File: src/hdl/nlf_pkg.sv
// ----------------------------------------------------------------------------
// nlf_pkg
// Shared types and constants for the NMEA line framer: function and action
// codes, the command word passed from the FIFO front end to the framer.
// ----------------------------------------------------------------------------
package nlf_pkg;

  typedef enum logic [1:0] {
    FUNC_PUSH  = 2'd0,
    FUNC_PULL  = 2'd1,
    FUNC_CLEAR = 2'd2,
    FUNC_NONE  = 2'd3
  } func_e;

  typedef enum logic [3:0] {
    ACT_QUEUED   = 4'd0,
    ACT_FULL     = 4'd1,
    ACT_EMPTY    = 4'd2,
    ACT_IGNORED  = 4'd3,
    ACT_START    = 4'd4,
    ACT_STORED   = 4'd5,
    ACT_DONE     = 4'd6,
    ACT_TOO_LONG = 4'd7,
    ACT_CLEARED  = 4'd8
  } action_e;

  // What the front end decided for one word.
  typedef enum logic [2:0] {
    CMD_QUEUED  = 3'd0,
    CMD_FULL    = 3'd1,
    CMD_EMPTY   = 3'd2,
    CMD_IGNORED = 3'd3,
    CMD_BYTE    = 3'd4,
    CMD_CLEARED = 3'd5
  } cmd_kind_e;

  typedef struct packed {
    cmd_kind_e   kind;
    logic [7:0]  data;   // byte pulled from the FIFO
    logic [7:0]  level;  // FIFO fill level after this word
  } cmd_t;

  localparam logic [7:0] CHAR_DOLLAR   = 8'h24;
  localparam logic [7:0] CHAR_LF       = 8'h0A;
  localparam logic [7:0] CHAR_CR       = 8'h0D;
  localparam logic [7:0] LINE_SIZE_RST = 8'd128;
  localparam logic [7:0] LINE_SIZE_MIN = 8'd2;

endpackage

File: src/hdl/nlf_front.sv
// ----------------------------------------------------------------------------
// nlf_front
// Receive ring FIFO: handles push, pull and clear for each accepted word and
// classifies it into a command word for the framer.
// ----------------------------------------------------------------------------
module nlf_front #(
  parameter int unsigned FIFO_DEPTH = 256
) (
  input  logic          clk_i,
  input  logic          rst_ni,
  input  logic          accept_i,
  input  logic [1:0]    func_i,
  input  logic [7:0]    rx_byte_i,
  output nlf_pkg::cmd_t cmd_o
);

  localparam int unsigned PtrW = $clog2(FIFO_DEPTH);
  localparam logic [PtrW-1:0] PtrLast = PtrW'(FIFO_DEPTH - 1);
  localparam logic [PtrW:0]   DepthExt = (PtrW + 1)'(FIFO_DEPTH);

  logic [7:0] mem [FIFO_DEPTH];

  logic [PtrW-1:0] wr_ptr_q, wr_ptr_d;
  logic [PtrW-1:0] rd_ptr_q, rd_ptr_d;
  logic [PtrW-1:0] wr_next, rd_next;
  logic [7:0]      head_q;  // always mirrors mem[rd_ptr_q]
  logic            we;
  logic [PtrW:0]   diff;
  logic [PtrW-1:0] level;

  assign wr_next = (wr_ptr_q == PtrLast) ? '0 : wr_ptr_q + PtrW'(1);
  assign rd_next = (rd_ptr_q == PtrLast) ? '0 : rd_ptr_q + PtrW'(1);

  always_comb begin
    wr_ptr_d   = wr_ptr_q;
    rd_ptr_d   = rd_ptr_q;
    we         = 1'b0;
    cmd_o.kind = nlf_pkg::CMD_IGNORED;
    cmd_o.data = head_q;
    case (nlf_pkg::func_e'(func_i))
      nlf_pkg::FUNC_PUSH: begin
        if (wr_next != rd_ptr_q) begin
          we         = accept_i;
          wr_ptr_d   = accept_i ? wr_next : wr_ptr_q;
          cmd_o.kind = nlf_pkg::CMD_QUEUED;
        end else begin
          cmd_o.kind = nlf_pkg::CMD_FULL;
        end
      end
      nlf_pkg::FUNC_PULL: begin
        if (rd_ptr_q == wr_ptr_q) begin
          cmd_o.kind = nlf_pkg::CMD_EMPTY;
        end else begin
          rd_ptr_d   = accept_i ? rd_next : rd_ptr_q;
          cmd_o.kind = nlf_pkg::CMD_BYTE;
        end
      end
      nlf_pkg::FUNC_CLEAR: begin
        if (accept_i) begin
          wr_ptr_d = '0;
          rd_ptr_d = '0;
        end
        cmd_o.kind = nlf_pkg::CMD_CLEARED;
      end
      default: begin
        cmd_o.kind = nlf_pkg::CMD_IGNORED;
      end
    endcase

    // Fill level after the step; the ring may be any depth, not only 2^n.
    diff = {1'b0, wr_ptr_d} - {1'b0, rd_ptr_d};
    if (wr_ptr_d < rd_ptr_d) begin
      diff = diff + DepthExt;
    end
    level       = diff[PtrW-1:0];
    cmd_o.level = 8'(level);
  end

  always_ff @(posedge clk_i or negedge rst_ni) begin
    if (!rst_ni) begin
      wr_ptr_q <= '0;
      rd_ptr_q <= '0;
    end else begin
      wr_ptr_q <= wr_ptr_d;
      rd_ptr_q <= rd_ptr_d;
    end
  end

  always_ff @(posedge clk_i) begin
    if (we) begin
      mem[wr_ptr_q] <= rx_byte_i;
    end
  end

  // Registered read of the next head, with a bypass for a byte being written
  // into the slot the read pointer is about to look at.
  always_ff @(posedge clk_i) begin
    if (we && (wr_ptr_q == rd_ptr_d)) begin
      head_q <= rx_byte_i;
    end else begin
      head_q <= mem[rd_ptr_d];
    end
  end

endmodule

File: src/hdl/nlf_cmd_queue.sv
// ----------------------------------------------------------------------------
// nlf_cmd_queue
// Two-entry command queue between the FIFO front end and the framer.
// ----------------------------------------------------------------------------
module nlf_cmd_queue (
  input  logic          clk_i,
  input  logic          rst_ni,
  input  logic          push_i,
  input  nlf_pkg::cmd_t push_cmd_i,
  output logic          full_o,
  input  logic          pop_i,
  output logic          head_valid_o,
  output nlf_pkg::cmd_t head_cmd_o
);

  nlf_pkg::cmd_t entry_q [2];
  logic          wr_idx_q, rd_idx_q;
  logic [1:0]    count_q;

  assign full_o       = (count_q == 2'd2);
  assign head_valid_o = (count_q != 2'd0);
  assign head_cmd_o   = entry_q[rd_idx_q];

  always_ff @(posedge clk_i or negedge rst_ni) begin
    if (!rst_ni) begin
      wr_idx_q <= 1'b0;
      rd_idx_q <= 1'b0;
      count_q  <= 2'd0;
    end else begin
      if (push_i) begin
        wr_idx_q <= ~wr_idx_q;
      end
      if (pop_i) begin
        rd_idx_q <= ~rd_idx_q;
      end
      case ({push_i, pop_i})
        2'b10:   count_q <= count_q + 2'd1;
        2'b01:   count_q <= count_q - 2'd1;
        default: count_q <= count_q;
      endcase
    end
  end

  always_ff @(posedge clk_i) begin
    if (push_i) begin
      entry_q[wr_idx_q] <= push_cmd_i;
    end
  end

endmodule

File: src/hdl/nlf_back.sv
// ----------------------------------------------------------------------------
// nlf_back
// Sentence framer and drop counter, with the registered result stage.
// ----------------------------------------------------------------------------
module nlf_back (
  input  logic          clk_i,
  input  logic          rst_ni,
  input  logic [7:0]    line_size_i,
  input  logic          head_valid_i,
  input  nlf_pkg::cmd_t head_cmd_i,
  output logic          pop_o,
  output logic          out_valid_o,
  input  logic          out_stall_i,
  output logic [3:0]    action_o,
  output logic          line_write_o,
  output logic [7:0]    line_pos_out_o,
  output logic [7:0]    line_char_o,
  output logic [7:0]    line_length_o,
  output logic [31:0]   drop_total_o,
  output logic [7:0]    fifo_level_o
);

  logic [7:0]       line_pos_q, line_pos_d;
  logic [31:0]      drop_q, drop_d;
  logic             out_valid_q;
  logic [7:0]       limit;
  logic [7:0]       pos_inc;
  logic [7:0]       b;
  nlf_pkg::action_e act;
  logic             wr;
  logic [7:0]       wpos, wchar, len;

  assign pop_o   = head_valid_i && (!out_valid_q || !out_stall_i);
  assign limit   = ((line_size_i < nlf_pkg::LINE_SIZE_MIN) ? nlf_pkg::LINE_SIZE_MIN
                                                           : line_size_i) - 8'd1;
  assign pos_inc = line_pos_q + 8'd1;
  assign b       = head_cmd_i.data;

  always_comb begin
    line_pos_d = line_pos_q;
    drop_d     = drop_q;
    act        = nlf_pkg::ACT_IGNORED;
    wr         = 1'b0;
    wpos       = 8'd0;
    wchar      = 8'd0;
    len        = 8'd0;
    case (head_cmd_i.kind)
      nlf_pkg::CMD_QUEUED:  act = nlf_pkg::ACT_QUEUED;
      nlf_pkg::CMD_EMPTY:   act = nlf_pkg::ACT_EMPTY;
      nlf_pkg::CMD_FULL: begin
        act    = nlf_pkg::ACT_FULL;
        drop_d = drop_q + 32'd1;
      end
      nlf_pkg::CMD_CLEARED: begin
        act    = nlf_pkg::ACT_CLEARED;
        drop_d = '0;
      end
      nlf_pkg::CMD_BYTE: begin
        if (b == nlf_pkg::CHAR_DOLLAR) begin
          act        = nlf_pkg::ACT_START;
          wr         = 1'b1;
          wchar      = b;
          line_pos_d = 8'd1;
        end else if (line_pos_q == 8'd0) begin
          act = nlf_pkg::ACT_IGNORED;
        end else if (line_pos_q >= limit) begin
          act        = nlf_pkg::ACT_TOO_LONG;
          line_pos_d = 8'd0;
          drop_d     = drop_q + 32'd1;
        end else begin
          wr    = 1'b1;
          wpos  = line_pos_q;
          wchar = b;
          if ((b == nlf_pkg::CHAR_LF) || (b == nlf_pkg::CHAR_CR)) begin
            act        = nlf_pkg::ACT_DONE;
            len        = pos_inc;
            line_pos_d = 8'd0;
          end else begin
            act        = nlf_pkg::ACT_STORED;
            line_pos_d = pos_inc;
          end
        end
      end
      default: act = nlf_pkg::ACT_IGNORED;
    endcase
  end

  always_ff @(posedge clk_i or negedge rst_ni) begin
    if (!rst_ni) begin
      line_pos_q  <= 8'd0;
      drop_q      <= 32'd0;
      out_valid_q <= 1'b0;
    end else begin
      if (pop_o) begin
        line_pos_q <= line_pos_d;
        drop_q     <= drop_d;
      end
      out_valid_q <= pop_o || (out_valid_q && out_stall_i);
    end
  end

  always_ff @(posedge clk_i) begin
    if (pop_o) begin
      action_o       <= act;
      line_write_o   <= wr;
      line_pos_out_o <= wpos;
      line_char_o    <= wchar;
      line_length_o  <= len;
      drop_total_o   <= drop_d;
      fifo_level_o   <= head_cmd_i.level;
    end
  end

  assign out_valid_o = out_valid_q;

endmodule

File: src/hdl/nmea_line_framer_with_fifo_core.sv
// ----------------------------------------------------------------------------
// nmea_line_framer_with_fifo_core
// Receive byte FIFO in front of an NMEA sentence framer.
// ----------------------------------------------------------------------------
// Usage: each input word carries a function (push a received byte, pull and
// frame one byte, clear the FIFO and drop counter) and is accepted on a rising
// edge with in_valid_i high and in_stall_o low. Every accepted word yields
// exactly one output word, presented with out_valid_o and taken on an edge
// where out_stall_i is low. Output words tell the action taken, the character
// and position to write into the outside line store, the completed line
// length, the running drop total and the FIFO fill level.
// The front end does the FIFO work in the cycle a word is accepted; the
// framer pops the word from a two-entry queue and registers the result on
// the edge of that pop. The block takes one word per clock while the
// receiver does not stall. When the receiver stalls, the result register
// holds, the queue fills, and in_stall_o rises once two words are waiting.
// The line_size register is written over its own valid/ready channel, which
// is always ready; write it only while the block is idle. Reset empties the
// FIFO, zeroes the counter, closes any open sentence and sets line_size to
// 128. FIFO storage itself is not cleared.
// ----------------------------------------------------------------------------
module nmea_line_framer_with_fifo_core #(
  parameter int unsigned FIFO_DEPTH = 256
) (
  input  logic        clk_i,
  input  logic        rst_ni,
  input  logic        in_valid_i,
  output logic        in_stall_o,
  input  logic [1:0]  func_i,
  input  logic [7:0]  rx_byte_i,
  output logic        out_valid_o,
  input  logic        out_stall_i,
  output logic [3:0]  action_o,
  output logic        line_write_o,
  output logic [7:0]  line_pos_out_o,
  output logic [7:0]  line_char_o,
  output logic [7:0]  line_length_o,
  output logic [31:0] drop_total_o,
  output logic [7:0]  fifo_level_o,
  input  logic        cfg_valid_i,
  output logic        cfg_ready_o,
  input  logic [7:0]  cfg_data_i
);

  logic          accept;
  logic          q_full;
  logic          q_pop;
  logic          q_head_valid;
  nlf_pkg::cmd_t front_cmd;
  nlf_pkg::cmd_t head_cmd;
  logic [7:0]    line_size_q;

  assign in_stall_o  = q_full;
  assign accept      = in_valid_i && !q_full;
  assign cfg_ready_o = 1'b1;

  // The line size register.
  always_ff @(posedge clk_i or negedge rst_ni) begin
    if (!rst_ni) begin
      line_size_q <= nlf_pkg::LINE_SIZE_RST;
    end else if (cfg_valid_i && cfg_ready_o) begin
      line_size_q <= cfg_data_i;
    end
  end

  nlf_front #(
    .FIFO_DEPTH(FIFO_DEPTH)
  ) u_front (
    .clk_i    (clk_i),
    .rst_ni   (rst_ni),
    .accept_i (accept),
    .func_i   (func_i),
    .rx_byte_i(rx_byte_i),
    .cmd_o    (front_cmd)
  );

  nlf_cmd_queue u_queue (
    .clk_i       (clk_i),
    .rst_ni      (rst_ni),
    .push_i      (accept),
    .push_cmd_i  (front_cmd),
    .full_o      (q_full),
    .pop_i       (q_pop),
    .head_valid_o(q_head_valid),
    .head_cmd_o  (head_cmd)
  );

  nlf_back u_back (
    .clk_i         (clk_i),
    .rst_ni        (rst_ni),
    .line_size_i   (line_size_q),
    .head_valid_i  (q_head_valid),
    .head_cmd_i    (head_cmd),
    .pop_o         (q_pop),
    .out_valid_o   (out_valid_o),
    .out_stall_i   (out_stall_i),
    .action_o      (action_o),
    .line_write_o  (line_write_o),
    .line_pos_out_o(line_pos_out_o),
    .line_char_o   (line_char_o),
    .line_length_o (line_length_o),
    .drop_total_o  (drop_total_o),
    .fifo_level_o  (fifo_level_o)
  );

endmodule

File: config.mk
export PLATFORM = sky130hd
export DESIGN_NAME = nmea_line_framer_with_fifo_core
export DESIGN_NICKNAME = d
export VERILOG_FILES = /design/src/hdl/nlf_pkg.sv /design/src/hdl/nlf_front.sv /design/src/hdl/nlf_cmd_queue.sv /design/src/hdl/nlf_back.sv /design/src/hdl/nmea_line_framer_with_fifo_core.sv
export SDC_FILE = /design/constraint.sdc
export NUM_CORES = 2
export LEC_CHECK = 0
export BUFFER_PORTS_ARGS = -buffer_cell sky130_fd_sc_hd__buf_2
export CORE_ASPECT_RATIO = 0.7
export CORE_MARGIN = 2
export CORE_UTILIZATION = 44
export DETAILED_ROUTE_END_ITERATION = 12
export GPL_TIMING_DRIVEN = 0
export SLEW_MARGIN = 30
export SYNTH_ARGS = -nofsm -noshare
export SYNTH_HDL_FRONTEND = slang
export SYNTH_HIERARCHICAL = 1
export SYNTH_SLANG_ARGS = --single-unit
File: constraint.sdc
create_clock -name clk_i -period 6.7 [get_ports clk_i]
set_clock_uncertainty 0.05 [all_clocks]
set_input_delay 0.67 -clock clk_i [delete_from_list [all_inputs] [get_ports clk_i]]
set_output_delay 0.67 -clock clk_i [all_outputs]
set_load 0.02 [all_outputs]
## Yosys cells after proc, flatten, opt, wreduce, memory -nomap -nowiden

Memory sizes are Yosys's and may differ from the RTL's. A register that Yosys moved wholly into a read port is not among the register bits.
Index checks and enable logic that the tools add are counted.

- Add/sub/neg operators: 9
- Multiply operators: 0
- Divide/modulo/power cells: 0
- $lt $le $gt $ge: 3
- Equality and inequality tests: 17
- Shifts and indexed selects: 0
- Mux-type cells: 41
- Bitwise logic cells: 4
- Reduce and logical (&&, ||, !) cells: 17

Operators by type and width:

| operator | count |
|---|---|
| 8-bit two-way mux | 17 |
| 32-bit two-way mux | 3 |
| 32-bit one-hot mux with 3 select lines | 1 |
| 32-bit by 1-bit adder with 32-bit output, second input constant | 1 |
| 8-bit by 1-bit adder with 8-bit output, second input constant | 4 |
| 8-bit one-hot mux with 2 select lines | 2 |
| 4-bit one-hot mux with 5 select lines | 1 |
| 8-bit by 4-bit equality test with 1-bit output, second input constant | 2 |
| 8-bit equality test, second input constant | 2 |
| 4-bit two-way mux | 3 |
| 1-bit two-way mux | 10 |
| 3-bit one-hot mux with 3 select lines | 1 |
| 8-bit by 6-bit equality test with 1-bit output, second input constant | 1 |
| 8-bit equality test | 1 |
| 8-bit >= comparator | 1 |
| 8-bit logical NOT | 1 |
| 8-bit by 2-bit less-than comparator with 1-bit output, second input constant | 1 |
| 8-bit less-than comparator | 1 |
| 8-bit inequality test | 1 |
| 8-bit by 1-bit subtractor with 8-bit output, second input constant | 1 |
| 8-bit subtractor | 1 |
| 2-bit equality test, second input constant | 3 |
| 3-bit equality test, second input constant | 2 |
| 5-bit OR reduction | 1 |
| 18 further kinds | 29 |

- Register bits after elaboration: 138
- Latch bits: 0
- Memory bits (writable): 2086
- ROM bits: 0
- Input port bits: 23
- Output and inout port bits: 72
- Logic and storage cells: 109
- Memories kept: 2

Memories:

| memory | depth | bits a word | read ports | clocked after memory_dff | write ports | line | text |
|---|---|---|---|---|---|---|---|
| u_front.mem | 256 | 8 | 1 | 1 | 1 | nlf_front.sv:21 | `logic [7:0] mem [FIFO_DEPTH];` |
| u_queue.entry_q | 2 | 19 | 1 | 0 | 1 | nlf_cmd_queue.sv:16 | `nlf_pkg::cmd_t entry_q [2];` |

## Logic depth before layout (Yosys ltp)

- Depth in word-level cells: 9
- Gate-level depth with buffers: 22
- Gate-level depth less buffers: 21

## Modules after synthesis

Netlist, hierarchy kept.

Modules (own cells, without submodules):

| module | times used | cells an instance | area an instance (um^2) | seq. area each (um^2) |
|---|---|---|---|---|
| nlf_front | 1 | 3463 | 80726.2 | 62059.5 |
| nlf_back | 1 | 542 | 5783.0 | 3098.0 |
| nlf_cmd_queue | 1 | 75 | 1559.0 | 1241.2 |
| nmea_line_framer_with_fifo_core | 1 | 20 | 350.3 | 201.4 |

## Worst setup path after synthesis

Ideal clock, no wire load.

- Path type: flip-flop to flip-flop
- From: register u_front.wr_ptr_q[1]
- To: memory u_queue/entry_q[0][6] in the netlist's numbering, data pin
- Setup time: 0.191 ns
- Arrival time: 4.218 ns
- Required time: 6.459 ns
- Slack: 2.240 ns
- Stages on the path, launching flop included: 22
- Period minus slack after synthesis: 4.460 ns
- Cells stage by stage: dfrtp_1 ha_1 nand3_1 nor3_1 nor4_1 a311oi_1 nand4_1 nor2b_1 clkbuf_1 nand2_1 o21a_1 ha_1 inv_1 fa_1 nand2_1 nand2_1 a21oi_1 o21bai_1 nand2_1 nor2_1 mux2_4 a2111oi_4

RTL lines:

| element | line | text |
|---|---|---|
| from (decl) | nlf_front.sv:23 | `logic [PtrW-1:0] wr_ptr_q, wr_ptr_d;` |
| from (signal assigned) | nlf_front.sv:84 | `wr_ptr_q <= wr_ptr_d;` |
| to (decl) | nlf_cmd_queue.sv:16 |  |

==> impl_metrics.csv <==
group,metric,value,unit
setup_path,cp.arrival,6.89,ns
grt,grt_usage,23.0,%
synthesis,syn_area_per_cell,21.6,um^2
timing,setup_tns,0,ns
power_and_ir_drop,powerDensity,314,nW/um^2
power_and_ir_drop,peakVddDrop,0.207,mV
timing,max_freq,158,MHz
clock_network,htree_levels,4,
setup_path,crit_type,"flip-flop to flip-flop",
placed_design,dp_cells,6863,
power_and_ir_drop,leakage,30.4,nW
synthesis,syn-instance-count,4100,
placed_design,io_buffers,92,
setup_path,cp_data_required_time,7.24,ns
die,core-area,200000,um^2
detailed_routing,post-route-drc-count,0,
grt,grt_pass1_vias,42400,
outcome,outcome,"completed",
timing,fin_crit,6.34,ns
clock_network,cts_buffers,208,
detailed_routing,ant_nets,0,
synthesis,postSynthRegisterBits,2232,
final_layout,finalNonFillerCells,7250,
clock_network,cts_sinks,2232,
clock_network,clock_latency,0.87,ns
die,dieArea,205000,um^2
die,start_util,44.3,%
clock_network,path_clk_slew,0.07,ns
synthesis,synthesis.nets,4154,
timing,rsz0062_at_grt,"no",
clock_network,cts_tree,"yes",
grt,grt_start_max_net_pins,113,
setup_path,start_kind,"flip-flop",
setup_path,r2r_start,"u_front/wr_ptr_q[1]$_DFF_PN0_",
flow_run,cap_violations,0,
clock_network,cts_buffer_depth,4,
synthesis,ys.flop_type,"edfxtp_1",
die,die_w,540,um
final_layout,area_delta_synth_final,13.3,%
timing,worst_pin_slew,1.09,ns
detailed_routing,routedWlPerCell,32.6,um
grt,grt_pass1_wl,331,mm
synthesis,yosys_warnings,6,
final_layout,post-route-util,50.2,%
clock_network,post_cts_buffers,0,
die,rows,137,
final_layout,nets,4496,
final_layout,final_cell_mix,"edfxtp_1, mux4_2, nor2_1",
placed_design,gp_congestion,0.873,
placed_design,dp_hpwl,159,mm
min_path,min_from,"cfg_valid_i",
setup_path,critPathLaunch,"u_front/wr_ptr_q[1]$_DFF_PN0_",
synthesis,seq_area_frac_synth,75.3,%
timing,holdWs,0.113,ns
final_layout,final_common_cell,"edfxtp_1",
die,io_pins,95,
die,die_h,379,um
detailed_routing,drtIter0Drc,7092,
grt,gr-total-overflow,0,
timing,relSlewSlack,26.9,%
detailed_routing,viasPerCell,6.21,
clock_network,cts_root_buf,"clkbuf_16",
detailed_routing,first_pass_iters,5,
detailed_routing,vias,45000,
min_path,hp-class,"input port to flip-flop",
synthesis,synth-edff-count,2155,
synthesis,yosysUniqueCellTypes,88,
placed_design,dpl_cell_area,93200,um^2
min_path,hold_end,"line_size_q[0]$_DFFE_PN0P_",
timing,finalHoldViolations,0,
setup_path,r2r_cells,20,
timing,setup_violations,0,
setup_path,cp_max_fo,10,
grt,antenna_found_initial,26,
setup_path,endpoint_kind,"flip-flop",
setup_path,r2r_end,"u_queue/entry_q[0][7]$_DFFE_PP_",
timing,fin_crit_sh,94.6,%
synthesis,synth-async-reset-ratio,3.09,%
min_path,min_path_cells,2,
final_layout,final_cell_area,100000,um^2
setup_path,regToRegSetupSlack,0.36,ns
detailed_routing,wirelength,236,mm
synthesis,netlist_area,88400,um^2
final_layout,drive_above_1_share,28.6,%
timing,drv_slew,0,
==> through the flow <==
| stage | setup WS [ns] | power, mW |
|---|---|---|
| after floorplan | 2.24 | 18.1 |
| after global placement | -0.255 | 19.6 |
| after CTS | 0.0692 | 31.6 |
| after global routing | 0.0267 | 32.4 |
| final | 0.359 | 31.5 |
| after detailed placement | 0.154 | 19.8 |
==> power breakdown <==
group          total, mW  leakage [nW]  switching [mW]  internal [mW]
sequential          15.8          20.4           0.126           15.7
combinational       3.74          6.72            2.44           1.30
clock               11.9          3.29            5.11           6.82
==> worst max-delay path: stages (launching register included) <==
cell      delay (ns)
dfrtp_1         0.51
ha_1            0.37
nand3_2         0.54
nor3_2          0.52
o31a_1          0.19
a311oi_1        0.05
nand4_1         0.24
nor2b_1         0.42
clkbuf_2        0.44
nand2_1         0.27
nor3b_1         0.27
a21o_1          0.13
ha_1            0.26
o21ai_0         0.12
a21boi_0        0.17
o21ai_0         0.50
nand2b_1        0.19
a21o_1          0.21
a21oi_1         0.16
xnor2_1         0.10
xnor2_1         0.37
==> layer usage <==
layer | global-route usage, % | part of all wire (%) | up-vias | routed length (um)
met5 | 0 | 0.032 | - | 75
met4 | 4.01 | 1.6 | 10 | 3900
met3 | 6.07 | 12 | 292 | 28700
met2 | 31.1 | 42 | 2448 | 98200
met1 | 37.4 | 45 | 24400 | 105000
li1 | - | - | 17900 | -
==> state kept, by name (all words and copies together), names as in the netlist, named ones only <==
register	flops
u_back/line_length_o	8
u_queue/wr_idx_q	1
u_back/action_o	4
u_back/drop_q	32
u_back/line_pos_q	8
u_front/wr_ptr_q	8
u_back/out_valid_o	1
u_front/rd_ptr_q	8
line_size_q	8
u_back/line_write_o	1
u_queue/entry_q	38
u_back/fifo_level_o	8
u_back/line_char_o	8
u_back/drop_total_o	32
u_queue/rd_idx_q	1
u_front/mem	2048
u_queue/count_q	2
u_back/line_pos_out_o	8
==> worst max path at each step <==
stage,end,slack (ns),depth (start not counted)
2_1_floorplan,u_queue/entry_q[0][6]$_DFFE_PP_,2.24,21
3_3_place_gp,u_queue/entry_q[0][7]$_DFFE_PP_,-0.26,20
3_5_place_dp,u_queue/entry_q[1][7]$_DFFE_PP_,0.15,20
4_1_cts,u_queue/entry_q[0][7]$_DFFE_PP_,0.07,20
5_1_grt,u_queue/entry_q[0][7]$_DFFE_PP_,0.03,20
6_report,u_queue/entry_q[0][7]$_DFFE_PP_,0.36,20
==> repair_timing <==
action                                  4_1_cts  5_1_grt
endpoints found under the setup margin        0        4
endpoints found under the hold margin        77        0
resized for setup                             0        3
hold buffers                                 10        0
==> layout make-up <==
cell class              count  area (um^2)
flip-flops and latches   2232        66600
repair buffers            132         1470
clock inverters           124         1350
multi-input cells        1594        20800
well taps                2641         3300
clock buffers             247         5400
plain buffers             234         1080
fillers                 15800        99400
inverters                  40          153
diodes                      6         15.0
==> logic make-up after synthesis <==
group                    Yosys count  synth area share (%)
AO/OA/AOI/OAI                    239                  1.87
XOR/XNOR                          31                 0.307
adder cells (fa/ha/maj)           31                 0.447
buffers and inverters            274                  1.27
flip-flops                      2232                  75.3
multiplexers                     711                  17.8
other                              1               0.00424
AND/OR/NAND/NOR                  581                  3.02
==> synthesized netlist by cell type, drive strengths merged (16+ instances only) <==
library cell	instances	area share [%]
edfxtp	2155	73
mux4	680	17
nor2	316	1.3
clkbuf	145	0.62
buf	89	0.49
nand2	79	0.34
dfrtp	68	1.9
a21oi	50	0.28
o21ai	50	0.30
inv	40	0.17
a31oi	39	0.29
nand3	37	0.22
ha	30	0.42
mux2	29	0.41
and2	25	0.18
and3	23	0.16
nor3	21	0.14
xnor2	21	0.21
o31ai	19	0.18
nand4	16	0.11
Note: power is estimated with default switching activity, not from simulation.
